<file path="config.mk">
export PLATFORM = sky130hd
export DESIGN_NAME = lcpf_sqrt
export DESIGN_NICKNAME = d
export VERILOG_FILES = /design/src/hw/rtl/lcpf_pkg.sv /design/src/hw/rtl/lcpf_sqrt.sv
export SDC_FILE = /design/constraint.sdc
export NUM_CORES = 2
export LEC_CHECK = 0
export ABC_AREA = 0
export BUFFER_PORTS_ARGS = -buffer_cell sky130_fd_sc_hd__buf_2
export CAP_MARGIN = 20
export CORE_MARGIN = 2
export CORE_UTILIZATION = 58
export DETAILED_ROUTE_END_ITERATION = 10
export PLACE_DENSITY_LB_ADDON = 0.3
export SKIP_CTS_REPAIR_TIMING = 1
export SLEW_MARGIN = 5
export SYNTH_ARGS = -nofsm -noshare
export SYNTH_HDL_FRONTEND = slang
export SYNTH_MEMORY_MAX_BITS = 65536
export SYNTH_SLANG_ARGS = --single-unit
</file>
<file path="constraint.sdc">
create_clock -name clk -period 3.5 [get_ports clk]
set_input_delay 0.525 -clock clk [delete_from_list [all_inputs] [get_ports clk]]
set_output_delay 0.525 -clock clk [all_outputs]
set_load 0.05 [all_outputs]
</file>
<file path="src/hw/rtl/lcpf_pkg.sv">
// Shared constants, payload types and register codes for the pair force pipeline.
// Used by the channel interfaces, the arithmetic units and the top level.
package lcpf_pkg;

	// Fraction bits of every fixed-point quantity (Q.F).
	localparam int FRAC_BITS = 24;

	// Iterative units: one root bit per step, one quotient bit per step.
	localparam int ROOT_W     = 32;
	localparam int SQRT_STEPS = ROOT_W;
	localparam int INV_W      = 2 * FRAC_BITS + 1;
	localparam int DIV_STEPS  = INV_W;
	localparam int MUL_LAT    = 2;

	localparam logic [63:0] WIDE_CAP  = 64'h3FFF_FFFF_FFFF_FFFF;
	localparam logic [63:0] CAP_DIV2  = WIDE_CAP / 2;
	localparam logic [63:0] CAP_DIV4  = WIDE_CAP / 4;
	localparam logic [63:0] CAP_DIV24 = WIDE_CAP / 24;

	localparam logic signed [47:0] OUT_MAX   = 48'sh7FFF_FFFF_FFFF;
	localparam logic signed [47:0] OUT_MIN   = -48'sh7FFF_FFFF_FFFF - 48'sd1;
	localparam logic signed [63:0] OUT_MAX_W = 64'sd140737488355327;
	localparam logic signed [63:0] OUT_MIN_W = -64'sd140737488355328;

	// Configuration register indexes.
	localparam logic [2:0] REG_BOX_SIZE        = 3'd0;
	localparam logic [2:0] REG_OXYGEN_SIGMA    = 3'd1;
	localparam logic [2:0] REG_OXYGEN_EPSILON  = 3'd2;
	localparam logic [2:0] REG_HYDROGEN_CHARGE = 3'd3;
	localparam logic [2:0] REG_OXYGEN_CHARGE   = 3'd4;
	localparam logic [2:0] REG_COULOMB_SCALE   = 3'd5;

	// Periodic image codes, two bits per axis.
	localparam logic [1:0] IMG_ADD = 2'b01;
	localparam logic [1:0] IMG_SUB = 2'b10;

	localparam logic [30:0] RST_BOX_SIZE        = 31'd50331648;
	localparam logic [30:0] RST_OXYGEN_SIGMA    = 31'd5310945;
	localparam logic [30:0] RST_OXYGEN_EPSILON  = 31'd10908445;
	localparam logic [31:0] RST_HYDROGEN_CHARGE = 32'd6878659;
	localparam logic [31:0] RST_OXYGEN_CHARGE   = 32'hFF2E_147B;
	localparam logic [31:0] RST_COULOMB_SCALE   = 32'd2331026391;

	typedef struct packed {
		logic signed [31:0] first_x;
		logic signed [31:0] first_y;
		logic signed [31:0] first_z;
		logic signed [31:0] second_x;
		logic signed [31:0] second_y;
		logic signed [31:0] second_z;
		logic               first_is_oxygen;
		logic               second_is_oxygen;
		logic [5:0]         image_code;
		logic               batch_end;
	} pair_t;

	typedef struct packed {
		logic signed [47:0] force_x;
		logic signed [47:0] force_y;
		logic signed [47:0] force_z;
		logic signed [47:0] pair_energy;
		logic               zero_distance;
		logic               batch_end_out;
	} result_t;

endpackage

</file>
<file path="src/hw/rtl/lcpf_sqrt.sv">
// Pipelined integer square root, one root bit per stage.
// Depends on lcpf_pkg for the step count.
module lcpf_sqrt (
	input  logic        clk,
	input  logic        en,
	input  logic [63:0] rad,
	output logic [31:0] root
);

	localparam int N = lcpf_pkg::SQRT_STEPS;

	logic [63:0] rad_s  [N];
	logic [33:0] rem_s  [N];
	logic [31:0] root_s [N];
	logic [63:0] rad_n  [N];
	logic [33:0] rem_n  [N];
	logic [31:0] root_n [N];
	logic [63:0] rad_p;
	logic [33:0] rem_p;
	logic [31:0] root_p;
	logic [35:0] rem_t;
	logic [35:0] trial;
	logic [35:0] diff;

	always_comb begin
		for (int k = 0; k < N; k++) begin
			if (k == 0) begin
				rad_p  = rad;
				rem_p  = '0;
				root_p = '0;
			end else begin
				rad_p  = rad_s[k-1];
				rem_p  = rem_s[k-1];
				root_p = root_s[k-1];
			end
			rem_t = {rem_p, rad_p[63:62]};
			trial = {2'b00, root_p, 2'b01};
			diff  = rem_t - trial;
			if (rem_t >= trial) begin
				rem_n[k]  = diff[33:0];
				root_n[k] = {root_p[30:0], 1'b1};
			end else begin
				rem_n[k]  = rem_t[33:0];
				root_n[k] = {root_p[30:0], 1'b0};
			end
			rad_n[k] = {rad_p[61:0], 2'b00};
		end
	end

	always_ff @(posedge clk) begin
		if (en) begin
			for (int k = 0; k < N; k++) begin
				rad_s[k]  <= rad_n[k];
				rem_s[k]  <= rem_n[k];
				root_s[k] <= root_n[k];
			end
		end
	end

	assign root = root_s[N-1];

endmodule

</file>
==> summary.txt <==
Synthesis
  • Largest cells by area after synthesis: sky130_fd_sc_hd__edfxtp_1 65%, sky130_fd_sc_hd__ha_1 6.0%, sky130_fd_sc_hd__xnor2_1 3.2%
  • Most numerous cell in the Yosys netlist: sky130_fd_sc_hd__edfxtp_1
  • Sequential fraction of the synthesis area: between 60% and 70%
  • Number of flops mapped to enable cells by yosys: ~2500
  • Most frequent cells after synthesis: 2523 x sky130_fd_sc_hd__edfxtp_1, 717 x sky130_fd_sc_hd__inv_1, 703 x sky130_fd_sc_hd__nand2_1
  • Instance count of the mapped netlist: 9140
  • Post-Synthesis Net Count: a little under 10000
  • Post-synth cell types: 82
  • Area fraction of the dominant cell type after synthesis: ~65%
  • Avg Cell Area, Syn: between 10 and 15 um^2
  • Mapped cell area: 117000 um^2
  • Synth Warn #: 0
  • Async SR Flop Fraction: 0%
  • Cell accounting for the most synthesized area: sky130_fd_sc_hd__edfxtp_1
  • Leading register cell type out of synthesis: sky130_fd_sc_hd__edfxtp_1
  • Number of flip-flops and latches in the synthesized netlist: between 2000 and 3000

Routing
  • Number of optimization iterations in the first detailed-route pass: 6
  • DRC violations left: 0
  • Vias: 73200
  • Routed via count divided by cell count: 5.74
  • DR WL/cell: 19.8 um
  • Initial DRC Count: roughly 6000
  • Total detailed-routing wirelength: between 200000 and 300000 um
  • Post-route ant nets: 0

Worst setup path
  • Worst path bufs/invs: 3
  • Largest fanout on the critical path: 3
  • Register-to-Register Path Depth: 14
  • Most frequent cell on the critical path: sky130_fd_sc_hd__buf_4
  • Startpoint types: flip-flop
  • Critical path endpoint category: flip-flop
  • Data required time of the worst path: 4.18 ns
  • Slowest cell on the critical path: sky130_fd_sc_hd__a2111oi_2
  • R2R Setup Slk: -0.05 ns
  • Crit Path Class: flip-flop to flip-flop
  • Delay-heaviest family, CP: compound AO/OA/AOI/OAI gates
  • CP Data Arrival Time: between 4 and 5 ns
  • Reg2Reg Launch Point: root_s[1][195]$_DFFE_PP_
  • Largest stage delay on the critical path: between 0.5 and 0.6 ns
  • CP cell instances: inv_1, ha_1, a21o_1, a21oi_1, o21ai_0, a2111oi_2, buf_4, or3_1, nand4_1, a31oi_2, o2111ai_1, nor4b_2, xor2_1, buf_4
  • End of the worst register-to-register path: rem_s[1][268]$_DFFE_PP_

Clocking
  • Largest buffer count on any clock path: 4
  • Total number of clock tree sinks: around 2500
  • TritonCTS clock tree: done
  • Number of levels the H-tree was split into: 5
  • Clock tree root buffer cell: sky130_fd_sc_hd__clkbuf_16
  • Clk Latency, worst-skew pair: a little over 0.9 ns
  • Clk pin slew, worst setup/hold paths: about 0.06 ns
  • Clock buffers created by TritonCTS: 280

Floorplanning
  • Std cell rows: approximately 170
  • Floorplan die area: 206000 um^2
  • Starting utilization of the core area: 58.2%
  • Area of the core: around 200000 um^2
  • Die H: 454 um
  • Chip Width: 454 um
  • I/O pin cnt: between 90 and 100

Global route
  • Via count of the first global-routing pass: slightly above 70000
  • Overflow after GRT: 0
  • Combined global-route utilization of all metal layers: a little under a quarter
  • Largest net degree at the start of global routing: around 130
  • Global-route wire length before repair: ~390000 um
  • Number of antenna violations at the first check in global routing: 2

STA
  • Worst-case clock skew: roughly 0.045 ns
  • Final number of max-transition violations: 0
  • Post-layout min period: between 3 and 4 ns
  • Unrepaired setup endpoints after global routing: yes
  • Transition time of the tightest slew-check pin: slightly below 0.9 ns
  • Highest clock rate: between 0.2 and 0.3 GHz
  • Final setup margin: -0.0518 ns
  • Normalized max-slew margin: between 40% and 50%
  • Endpoints failing setup: 7
  • Number of failing hold endpoints at the final stage: 0
  • Final period utilization: 101%
  • Worst hold slack: about 0.22 ns

Worst hold path
  • Hold Crit Endpoint: rad_s[0][75]$_DFFE_PP_
  • Type of the most critical hold path: primary input to flip-flop
  • Depth of the worst hold-timing path: 1
  • Min-Delay Startpoint: en

Placement
  • Dpl cells: between 10000 and 15000
  • Final HPWL from detailed placement: about 180000 um
  • RD Place Congestion: around 0.9
  • Count of buffers inserted at the top-level ports: 97

Cells and area
  • Post-route non-filler standard cell count: 12700
  • Layout cell share with drive strength beyond 1: about an eighth
  • Count of fill cells added during filler insertion: between 10000 and 15000
  • Share of the core filled with cells: 66.8%
  • Signed area change from the synthesized netlist to the final layout: 14.9%
  • Number of nets in the layout: roughly 11000

Pwr
  • Leakage component of the power: 52.4 nW
  • IR drop worst, VDD: between 500 and 600 uV
  • Power density cells: about 650 nW/um^2

Outcome
  • Violated checks: negative setup slack
  • Run status: complete, but fails checks

Run
  • Reported max-cap violation count: 0
-- cell families after synthesis --
group                      after synthesis  synth area share (%)
other                                    1               0.00319
buffers and inverters                  907                  2.90
DFF                                   2523                  64.5
xor gates and xnor gates               848                  6.33
and+or+nand+nor                       2389                  10.0
AOI/OAI and AO/OA                     1858                  9.74
adders and majority gates              562                  5.99
muxes                                   52                 0.490
-- worst reg2reg max path: cells and delay by family, from the launching register on --
kind            cells  cell delay [ns]
fa+ha+maj           1             0.32
simple gates        3             0.53
compound gates      6             1.60
flops               1             0.37
xor+xnor            1             0.10
buf+inv             3             0.41
-- flip-flops by register name, summed over array words and instances (netlist names) --
name,cells
rad_s,992
rem_s,1003
root_s,528
-- stage by stage --
step	total power, mW	worst slack (ns)	instance area [um^2]	TNS, ns
after floorplan	52.9	0.0474	117000	0
after global placement	59.6	-0.403	125000	-2.71
after detailed placement	59.9	-0.466	125000	-6.19
after CTS	87.9	-0.510	133000	-8.64
after global routing	91.8	-0.208	135000	-3.14
final	87.7	-0.0518	135000	-0.171
-- layout by cell type, fill, tap and decap left out, drive strengths merged, types with 98 or more instances in the layout --
master,netlist,final
edfxtp,2523,2523
inv,718,728
nor3,226,226
a21o,250,250
nand3,126,126
xnor2,427,427
ha,562,562
nor2,535,535
o21ai,509,509
nor4,121,121
a21oi,576,576
nand2b,107,107
clkinv,1,105
xor2,421,421
clkbuf,175,325
nand2,703,704
o21a,98,98
buf,13,582
-- routing by layer --
metal | routed length (um) | vias up | global-route usage, % | part of all wire (%)
met1 | 104000 | 35600 | 29.8 | 41
li1 | - | 35200 | - | -
met3 | 9970 | 608 | 3.16 | 4.0
met5 | 0 | - | 0 | 0
met4 | 10800 | 0 | 10.3 | 4.3
met2 | 127000 | 1773 | 41.8 | 51
-- worst max path at each step --
stage / from / to / slack [ns] / depth (start not counted)
6_report: root_s[1][195]$_DFFE_PP_ / rem_s[1][268]$_DFFE_PP_ / -0.05 / 14
5_1_grt: rem_s[0][282]$_DFFE_PP_ / rem_s[0][331]$_DFFE_PP_ / -0.21 / 12
4_1_cts: root_s[1][192]$_DFFE_PP_ / rem_s[1][268]$_DFFE_PP_ / -0.51 / 14
3_5_place_dp: root_s[1][192]$_DFFE_PP_ / rem_s[1][268]$_DFFE_PP_ / -0.47 / 14
3_3_place_gp: root_s[1][192]$_DFFE_PP_ / rem_s[1][268]$_DFFE_PP_ / -0.40 / 14
2_1_floorplan: rem_s[0][248]$_DFFE_PP_ / rem_s[0][286]$_DFFE_PP_ / 0.05 / 11
-- area by class of cell --
cell class	count	area (um^2)	share of cell area, %
Clock inverter	147	1290	0.956
Sequential cell	2523	75800	56.2
Inverter	719	2700	2.00
Timing Repair Buffer	650	5440	4.04
Antenna cell	1	2.50	0.00186
Tap cell	2672	3340	2.48
Clock buffer	322	7270	5.39
Multi-Input combinational cell	5712	39000	28.9
-- report_power, final --
part | leakage [nW] | internal [mW] | total [mW] | switching [mW]
combinational | 24.0 | 8.23 | 19.2 | 11.0
sequential | 24.3 | 38.2 | 40.8 | 2.58
clock | 4.18 | 16.3 | 27.7 | 11.4
total | 52.4 | 62.7 | 87.7 | 25.0
No activity file was read; power rests on OpenSTA's default activity.
